--- src/sv/mswf_pkg.sv ---
package mswf_pkg;

    localparam int SAMPLE_W = 16;
    localparam int SUM_W    = 21;
    localparam int CFG_W    = 6;

    // Descriptor fields sized for the largest supported window (64)
    localparam int DLEN_W   = 7;
    localparam int DIDX_W   = 6;

    localparam int QDEPTH   = 2;
    localparam int QPTR_W   = 1;
    localparam int QCNT_W   = 2;

    typedef logic signed [SAMPLE_W-1:0] sample_t;
    typedef logic signed [SUM_W-1:0]    sum_t;

    // One emission job handed from the front to the back
    typedef struct packed {
        sum_t              sum;
        logic [DIDX_W-1:0] start;
        logic [DLEN_W-1:0] len;
        logic              too_short;
    } desc_t;

endpackage

--- src/sv/mswf_front.sv ---
module mswf_front
    import mswf_pkg::*;
#(
    parameter int MAX_WINDOW = 32
)
(
    input  logic                 clk,
    input  logic                 rst_n,
    input  logic                 window_len_we,
    input  logic [CFG_W-1:0]     window_len_wdata,
    input  logic                 in_valid,
    input  logic                 in_ready,
    input  sample_t              sample,
    input  logic                 is_last,
    output logic                 push,
    output desc_t                push_desc,
    output sample_t              best_window [MAX_WINDOW]
);

    localparam int IDX_W = (MAX_WINDOW > 1) ? $clog2(MAX_WINDOW) : 1;
    localparam int LEN_W = $clog2(MAX_WINDOW + 1);
    localparam int CMP_W = LEN_W + 1;

    logic [CFG_W-1:0] window_len_reg;
    logic [IDX_W-1:0] ptr_reg;
    logic [IDX_W-1:0] ptr_next;
    logic [LEN_W-1:0] seen_reg;
    logic [LEN_W-1:0] seen_next;
    sum_t             run_sum_reg;
    sum_t             run_sum_next;
    logic             best_valid_reg;
    logic             best_valid_next;
    sum_t             best_sum_reg;
    logic [IDX_W-1:0] best_start_reg;
    sample_t          ring_reg [MAX_WINDOW];
    sample_t          best_window_reg [MAX_WINDOW];

    logic [LEN_W-1:0] len;
    logic [IDX_W-1:0] ptr;
    logic [CMP_W-1:0] ptr_inc;
    logic             full;
    sum_t             oldest;
    logic             better;
    logic             accept;
    sum_t             best_sum_after;
    logic [IDX_W-1:0] best_start_after;

    // Effective length: zero means one, saturate at the store depth
    always_comb
    begin
        if (window_len_reg == '0)
            len = LEN_W'(1);
        else if (int'(window_len_reg) > MAX_WINDOW)
            len = LEN_W'(MAX_WINDOW);
        else
            len = LEN_W'(window_len_reg);
    end

    assign accept = in_valid && in_ready;

    always_comb
    begin
        ptr          = (CMP_W'(ptr_reg) >= CMP_W'(len)) ? '0 : ptr_reg;
        full         = (seen_reg >= len);
        oldest       = full ? SUM_W'(ring_reg[ptr]) : '0;
        run_sum_next = run_sum_reg - oldest + SUM_W'(sample);
        seen_next    = full ? seen_reg : seen_reg + LEN_W'(1);
        ptr_inc      = CMP_W'(ptr) + CMP_W'(1);
        ptr_next     = (ptr_inc == CMP_W'(len)) ? '0 : ptr_inc[IDX_W-1:0];
        better       = (seen_next >= len) &&
                       (!best_valid_reg || (run_sum_next < best_sum_reg));
        best_valid_next  = best_valid_reg || better;
        best_sum_after   = better ? run_sum_next : best_sum_reg;
        best_start_after = better ? ptr_next : best_start_reg;
    end

    assign push                = accept && is_last;
    assign push_desc.sum       = best_valid_next ? best_sum_after : '0;
    assign push_desc.start     = DIDX_W'(best_start_after);
    assign push_desc.len       = DLEN_W'(len);
    assign push_desc.too_short = !best_valid_next;

    always_ff @(posedge clk or negedge rst_n)
    begin
        if (!rst_n)
        begin
            window_len_reg <= CFG_W'(1);
            ptr_reg        <= '0;
            seen_reg       <= '0;
            run_sum_reg    <= '0;
            best_valid_reg <= 1'b0;
        end
        else if (window_len_we)
        begin
            // New length: restart the array in progress
            window_len_reg <= window_len_wdata;
            ptr_reg        <= '0;
            seen_reg       <= '0;
            run_sum_reg    <= '0;
            best_valid_reg <= 1'b0;
        end
        else if (accept)
        begin
            if (is_last)
            begin
                ptr_reg        <= '0;
                seen_reg       <= '0;
                run_sum_reg    <= '0;
                best_valid_reg <= 1'b0;
            end
            else
            begin
                ptr_reg        <= ptr_next;
                seen_reg       <= seen_next;
                run_sum_reg    <= run_sum_next;
                best_valid_reg <= best_valid_next;
            end
        end
    end

    // On first full window or strictly lower sum, snapshot ring plus sample
    always_ff @(posedge clk)
    begin
        if (accept)
        begin
            ring_reg[ptr] <= sample;
            if (better)
            begin
                best_sum_reg   <= run_sum_next;
                best_start_reg <= ptr_next;
                for (int j = 0; j < MAX_WINDOW; j++)
                begin
                    best_window_reg[j] <= (IDX_W'(j) == ptr) ? sample : ring_reg[j];
                end
            end
        end
    end

    assign best_window = best_window_reg;

endmodule

--- src/sv/mswf_queue.sv ---
module mswf_queue
    import mswf_pkg::*;
(
    input  logic  clk,
    input  logic  rst_n,
    input  logic  push,
    input  desc_t push_desc,
    input  logic  pop,
    output logic  empty,
    output desc_t head
);

    desc_t             q_reg [QDEPTH];
    logic [QPTR_W-1:0] wr_ptr_reg;
    logic [QPTR_W-1:0] rd_ptr_reg;
    logic [QCNT_W-1:0] count_reg;
    logic [QCNT_W-1:0] count_next;

    assign empty = (count_reg == '0);
    assign head  = q_reg[rd_ptr_reg];

    always_comb
    begin
        count_next = count_reg;
        if (push && !pop)
            count_next = count_reg + QCNT_W'(1);
        else if (pop && !push)
            count_next = count_reg - QCNT_W'(1);
    end

    always_ff @(posedge clk or negedge rst_n)
    begin
        if (!rst_n)
        begin
            wr_ptr_reg <= '0;
            rd_ptr_reg <= '0;
            count_reg  <= '0;
        end
        else
        begin
            if (push)
                wr_ptr_reg <= wr_ptr_reg + QPTR_W'(1);
            if (pop)
                rd_ptr_reg <= rd_ptr_reg + QPTR_W'(1);
            count_reg <= count_next;
        end
    end

    always_ff @(posedge clk)
    begin
        if (push)
            q_reg[wr_ptr_reg] <= push_desc;
    end

endmodule

--- src/sv/mswf_back.sv ---
module mswf_back
    import mswf_pkg::*;
#(
    parameter int MAX_WINDOW = 32
)
(
    input  logic    clk,
    input  logic    rst_n,
    input  logic    q_empty,
    input  desc_t   head,
    output logic    pop,
    input  sample_t best_window [MAX_WINDOW],
    output logic    out_valid,
    input  logic    out_ready,
    output sample_t element,
    output sum_t    window_sum,
    output logic    end_of_run,
    output logic    too_short
);

    localparam int IDX_W = (MAX_WINDOW > 1) ? $clog2(MAX_WINDOW) : 1;
    localparam int LEN_W = $clog2(MAX_WINDOW + 1);
    localparam int CMP_W = LEN_W + 1;

    logic             busy_reg;
    logic [LEN_W-1:0] k_reg;
    sample_t          win_reg [MAX_WINDOW];
    sum_t             run_sum_reg;
    logic [LEN_W-1:0] run_len_reg;
    logic [IDX_W-1:0] run_start_reg;
    logic             run_short_reg;

    logic             out_valid_reg;
    sample_t          element_reg;
    sum_t             window_sum_reg;
    logic             end_of_run_reg;
    logic             too_short_reg;

    logic             load;
    logic             last_word;
    logic [CMP_W-1:0] idx_sum;
    logic [CMP_W-1:0] idx_wrap;
    logic [IDX_W-1:0] rd_idx;

    assign pop  = !busy_reg && !q_empty;
    assign load = busy_reg && (!out_valid_reg || out_ready);

    always_comb
    begin
        idx_sum   = CMP_W'(run_start_reg) + CMP_W'(k_reg);
        idx_wrap  = (idx_sum >= CMP_W'(run_len_reg)) ? idx_sum - CMP_W'(run_len_reg) : idx_sum;
        rd_idx    = idx_wrap[IDX_W-1:0];
        last_word = run_short_reg || ((CMP_W'(k_reg) + CMP_W'(1)) == CMP_W'(run_len_reg));
    end

    always_ff @(posedge clk or negedge rst_n)
    begin
        if (!rst_n)
        begin
            busy_reg      <= 1'b0;
            k_reg         <= '0;
            out_valid_reg <= 1'b0;
        end
        else
        begin
            if (pop)
            begin
                busy_reg <= 1'b1;
                k_reg    <= '0;
            end
            else if (load)
            begin
                k_reg <= k_reg + LEN_W'(1);
                if (last_word)
                    busy_reg <= 1'b0;
            end

            if (load)
                out_valid_reg <= 1'b1;
            else if (out_ready)
                out_valid_reg <= 1'b0;
        end
    end

    always_ff @(posedge clk)
    begin
        if (pop)
        begin
            win_reg       <= best_window;
            run_sum_reg   <= head.sum;
            run_len_reg   <= LEN_W'(head.len);
            run_start_reg <= IDX_W'(head.start);
            run_short_reg <= head.too_short;
        end
        if (load)
        begin
            element_reg    <= run_short_reg ? '0 : win_reg[rd_idx];
            window_sum_reg <= run_short_reg ? '0 : run_sum_reg;
            end_of_run_reg <= last_word;
            too_short_reg  <= run_short_reg;
        end
    end

    assign out_valid  = out_valid_reg;
    assign element    = element_reg;
    assign window_sum = window_sum_reg;
    assign end_of_run = end_of_run_reg;
    assign too_short  = too_short_reg;

endmodule

--- src/sv/min_sum_window_finder_top.sv ---
// Minimum-sum sliding window finder.
// Input channel (in_valid/in_ready, sample, is_last): one signed sample per
// word; is_last marks the final sample of an array. Output channel
// (out_valid/out_ready, element, window_sum, end_of_run, too_short): on the
// last sample the earliest window with the smallest sum goes out one element
// per word, in array order, end_of_run set on its final word. An array shorter
// than the window yields a single word with too_short and end_of_run set.
// Configuration: window_len_we/window_len_wdata write the window length
// (0 acts as 1, lengths above MAX_WINDOW saturate); a write restarts the array.
// Throughput: one sample per cycle inside an array. After a last sample the
// input stalls until the emitter has taken the job off the job queue, which it
// does once it is no longer busy with an earlier run. The emitter then sends
// the effective window length in words (a single word for a too-short array),
// one per cycle when out_ready stays high. Reset clears the stream state, the
// job queue and the output valid flag and sets the window length to 1. A stall
// on out_ready holds the output word.
module min_sum_window_finder_top
    import mswf_pkg::*;
#(
    parameter int MAX_WINDOW = 32
)
(
    input  logic             clk,
    input  logic             rst_n,
    input  logic             window_len_we,
    input  logic [CFG_W-1:0] window_len_wdata,
    input  logic             in_valid,
    output logic             in_ready,
    input  sample_t          sample,
    input  logic             is_last,
    output logic             out_valid,
    input  logic             out_ready,
    output sample_t          element,
    output sum_t             window_sum,
    output logic             end_of_run,
    output logic             too_short
);

    logic    push;
    desc_t   push_desc;
    logic    pop;
    logic    q_empty;
    desc_t   head;
    sample_t best_window [MAX_WINDOW];

    // Hold the input while a job waits: the emitter copies the best window
    // from the front when it pops, so the front must not overwrite it first.
    assign in_ready = q_empty;

    // Front: ring, running sum, best-window tracking
    mswf_front #(
        .MAX_WINDOW (MAX_WINDOW)
    ) u_front (
        .clk              (clk),
        .rst_n            (rst_n),
        .window_len_we    (window_len_we),
        .window_len_wdata (window_len_wdata),
        .in_valid         (in_valid),
        .in_ready         (in_ready),
        .sample           (sample),
        .is_last          (is_last),
        .push             (push),
        .push_desc        (push_desc),
        .best_window      (best_window)
    );

    // Job queue between front and emitter
    mswf_queue u_queue (
        .clk       (clk),
        .rst_n     (rst_n),
        .push      (push),
        .push_desc (push_desc),
        .pop       (pop),
        .empty     (q_empty),
        .head      (head)
    );

    // Back: emit the stored window word by word
    mswf_back #(
        .MAX_WINDOW (MAX_WINDOW)
    ) u_back (
        .clk         (clk),
        .rst_n       (rst_n),
        .q_empty     (q_empty),
        .head        (head),
        .pop         (pop),
        .best_window (best_window),
        .out_valid   (out_valid),
        .out_ready   (out_ready),
        .element     (element),
        .window_sum  (window_sum),
        .end_of_run  (end_of_run),
        .too_short   (too_short)
    );

endmodule
--- config.mk ---
export PLATFORM = sky130hd
export DESIGN_NAME = min_sum_window_finder_top
export DESIGN_NICKNAME = d
export VERILOG_FILES = /design/src/sv/mswf_pkg.sv /design/src/sv/mswf_front.sv /design/src/sv/mswf_queue.sv /design/src/sv/mswf_back.sv /design/src/sv/min_sum_window_finder_top.sv
export SDC_FILE = /design/constraint.sdc
export NUM_CORES = 2
export LEC_CHECK = 0
export ABC_AREA = 0
export BUFFER_PORTS_ARGS = -buffer_cell sky130_fd_sc_hd__buf_2
export CORE_ASPECT_RATIO = 1.4
export CORE_UTILIZATION = 50
export DETAILED_ROUTE_END_ITERATION = 6
export GPL_ROUTABILITY_DRIVEN = 1
export MAX_ROUTING_LAYER = met4
export PLACE_DENSITY_LB_ADDON = 0.1
export SYNTH_ARGS = -nofsm -noshare
export SYNTH_HDL_FRONTEND = slang
export SYNTH_HIERARCHICAL = 1
export SYNTH_SLANG_ARGS = --single-unit
--- constraint.sdc ---
create_clock -name clk -period 39.6 [get_ports clk]
set_input_delay 5.94 -clock clk [delete_from_list [all_inputs] [get_ports clk]]
set_output_delay 5.94 -clock clk [all_outputs]
set_load 0.01 [all_outputs]
==> results_dict.tcl <==
set metrics [dict create \
    status "finished, final reports clean" \
    grt.overflow.total 0 \
    die_width_um 324.9 \
    cp_top_family "buffers and inverters" \
    finClkSkew_ns 0.03178 \
    cts-hold-fix-buffers 0 \
    die_area_um2 147500 \
    hp-class "reg -> reg" \
    worst_pin_slew_ns 1.317 \
    io_buffers 68 \
    drive_gt1_share_pct 22.28 \
    grt.total_usage_pct 27.53 \
    syn_area_um2 72990 \
    rows 165 \
    synthesis.nets 4514 \
    drtAntennaViolNets 0 \
    critPathCaptureType "flip-flop" \
    cpPeakStageDelay_ns 0.92 \
    ys_warn_count 6 \
    ff2ff_path_depth 33 \
    die_h_um 454.1 \
    crit_chain "buf_2, buf_4, inv_1, fa_1, inv_1, ha_1, o21ai_0, a211oi_1, nor4_1, o21ai_0, a31oi_1, nor2_1, ha_1, a21o_1, a211oi_1, o21ai_0, nand3_1, and3_1, nand2_1, nor2_4, buf_4, buf_4, buf_4" \
    wl_per_cell_um 30.12 \
    drc_errors 0 \
    setup_viol 0 \
    core_um2 144700 \
    final_hold_viol_count 0 \
    timing.slew.headroom_pct 11.08 \
    cts_setup_buffers 0 \
    cts_max_level 4 \
    critPathKind "in -> reg" \
    rsz0062_at_grt "no" \
    clock_path_buffers 3 \
    cts_tree "built" \
    grt_start_max_net_pins 169 \
    insertion_delay_ns 0.82 \
    root_buffer "clkbuf_16" \
    critical_path.most_common_cell "buf_4" \
    grt_pass1_vias 39339 \
    avgViaCountPerCell 6.074 \
    finalCriticalPeriod_ns 14.80 \
    cts.sink_count 1751 \
    place_congestion 0.9071 \
    cp.required_ns 40.03 \
    max_cap_viol_count 0 \
    num-nets-final 4627 \
    routed_wl_um 197700 \
    critPathBufInv 7 \
    ir_drop_mv 0.1949 \
    hpwlAfterDp_um 120900 \
    firstDrtPassIters 5 \
    layout_commonest_cell "edfxtp_1" \
    critical_path.slowest_cell "buf_4" \
    syn_avg_cell_area_um2 16.65 \
    io_pins 69 \
    nFillCells 11265 \
    final_cell_mix "edfxtp_1 (1,700), mux2_2 (500), mux2i_1 (359)" \
    grt_pass1_wl_um 280900 \
    worstPathArrival_ns 15.23 \
    cts_inserted_buffers 166 \
    max_freq_ghz 0.06757 \
    post_cts_resized 0 \
    p_per_area_nw_per_um2 76.03 \
    antenna_found_initial 10 \
    start_util_pct 50.44 \
    synth_cells 4385 \
    drt_iter0_drc 4250 \
    syn_to_final_growth_pct 11.07 \
    whs_path_depth 0 \
    p_leak_nw 27.41 \
    vias 39863 \
    finalCritPeriodShare_pct 37.37 \
    setup_tns_ns 0 \
    crit_fanout 72 \
    maxSlewViolCount 0 \
    seqCellArea_um2 52340 \
    cp-start-kind "primary input" \
    multi_input_area_um2 19130 \
    crit_cells 23 \
    hold_ws_ns 0.3997 \
    path_clk_slew_ns 0.07 \
]
-- path summary, 6_finish.rpt --
| path | slack [ns] | end | from |
|---|---|---|---|
| min reg2reg | 0.40 | u_back/win_reg[338] | u_front/best_window[338] |
| max reg2reg | 25.80 | u_front/best_window[86] | u_front/ptr_reg[0] |
| max | 24.80 | u_front/best_window[86] | sample[3] |
| min | 0.40 | u_back/win_reg[338] | u_front/best_window[338] |
| max in group asynchronous | 33.70 | u_front/ptr_reg[0] | rst_n |
| min in group asynchronous | 5.28 | u_back/k_reg[4] | rst_n |
-- metal layers --
layer  GRT usage [%]  up-vias  share of wire (%)
met5               -        -                  0
met4           7.304        0                2.4
met3           4.988      278                7.3
met2           45.20     1516                 50
met1           35.38    20689                 41
li1                -    17380                  -
-- area by class of cell --
| cell class | instances | area share [%] |
|---|---|---|
| flip-flops and latches | 1751 | 64.55 |
| multi-input cells | 2251 | 23.60 |
| clock buffers | 208 | 5.318 |
| well taps | 1920 | 2.963 |
| repair buffers | 188 | 1.608 |
| clock inverters | 98 | 1.279 |
| inverters | 140 | 0.6575 |
| diodes | 7 | 0.02161 |
-- stage by stage --
stage	instance area [um^2]	utilization (%)	cells	total power [mW]	worst slack [ns]
after CTS	81050	56.01	6556	6.218	24.91
after global placement	75710	52.31	6250	4.611	24.10
after global routing	81060	56.01	6559	6.397	24.12
after detailed placement	75710	52.31	6250	4.635	24.04
after floorplan	72990	-	4385	3.958	7.565
final	81070	56.02	6563	6.164	24.80
-- worst register-to-register path: cells and delay by family (launching register included) --
family,cells,cell delay [ns]
DFF,1,0.89
AOI/OAI and AO/OA,12,3.08
buffers and inverters,8,4.52
adders and majority gates,4,1.57
and+or+nand+nor,9,3.30
-- power by group --
group | internal [mW] | switching, mW
Combinational | 0.679 | 1.43
Sequential | 2.38 | 0.0817
Clock | 0.888 | 0.696
Total | 3.95 | 2.21
No activity file was read; power rests on OpenSTA's default activity.
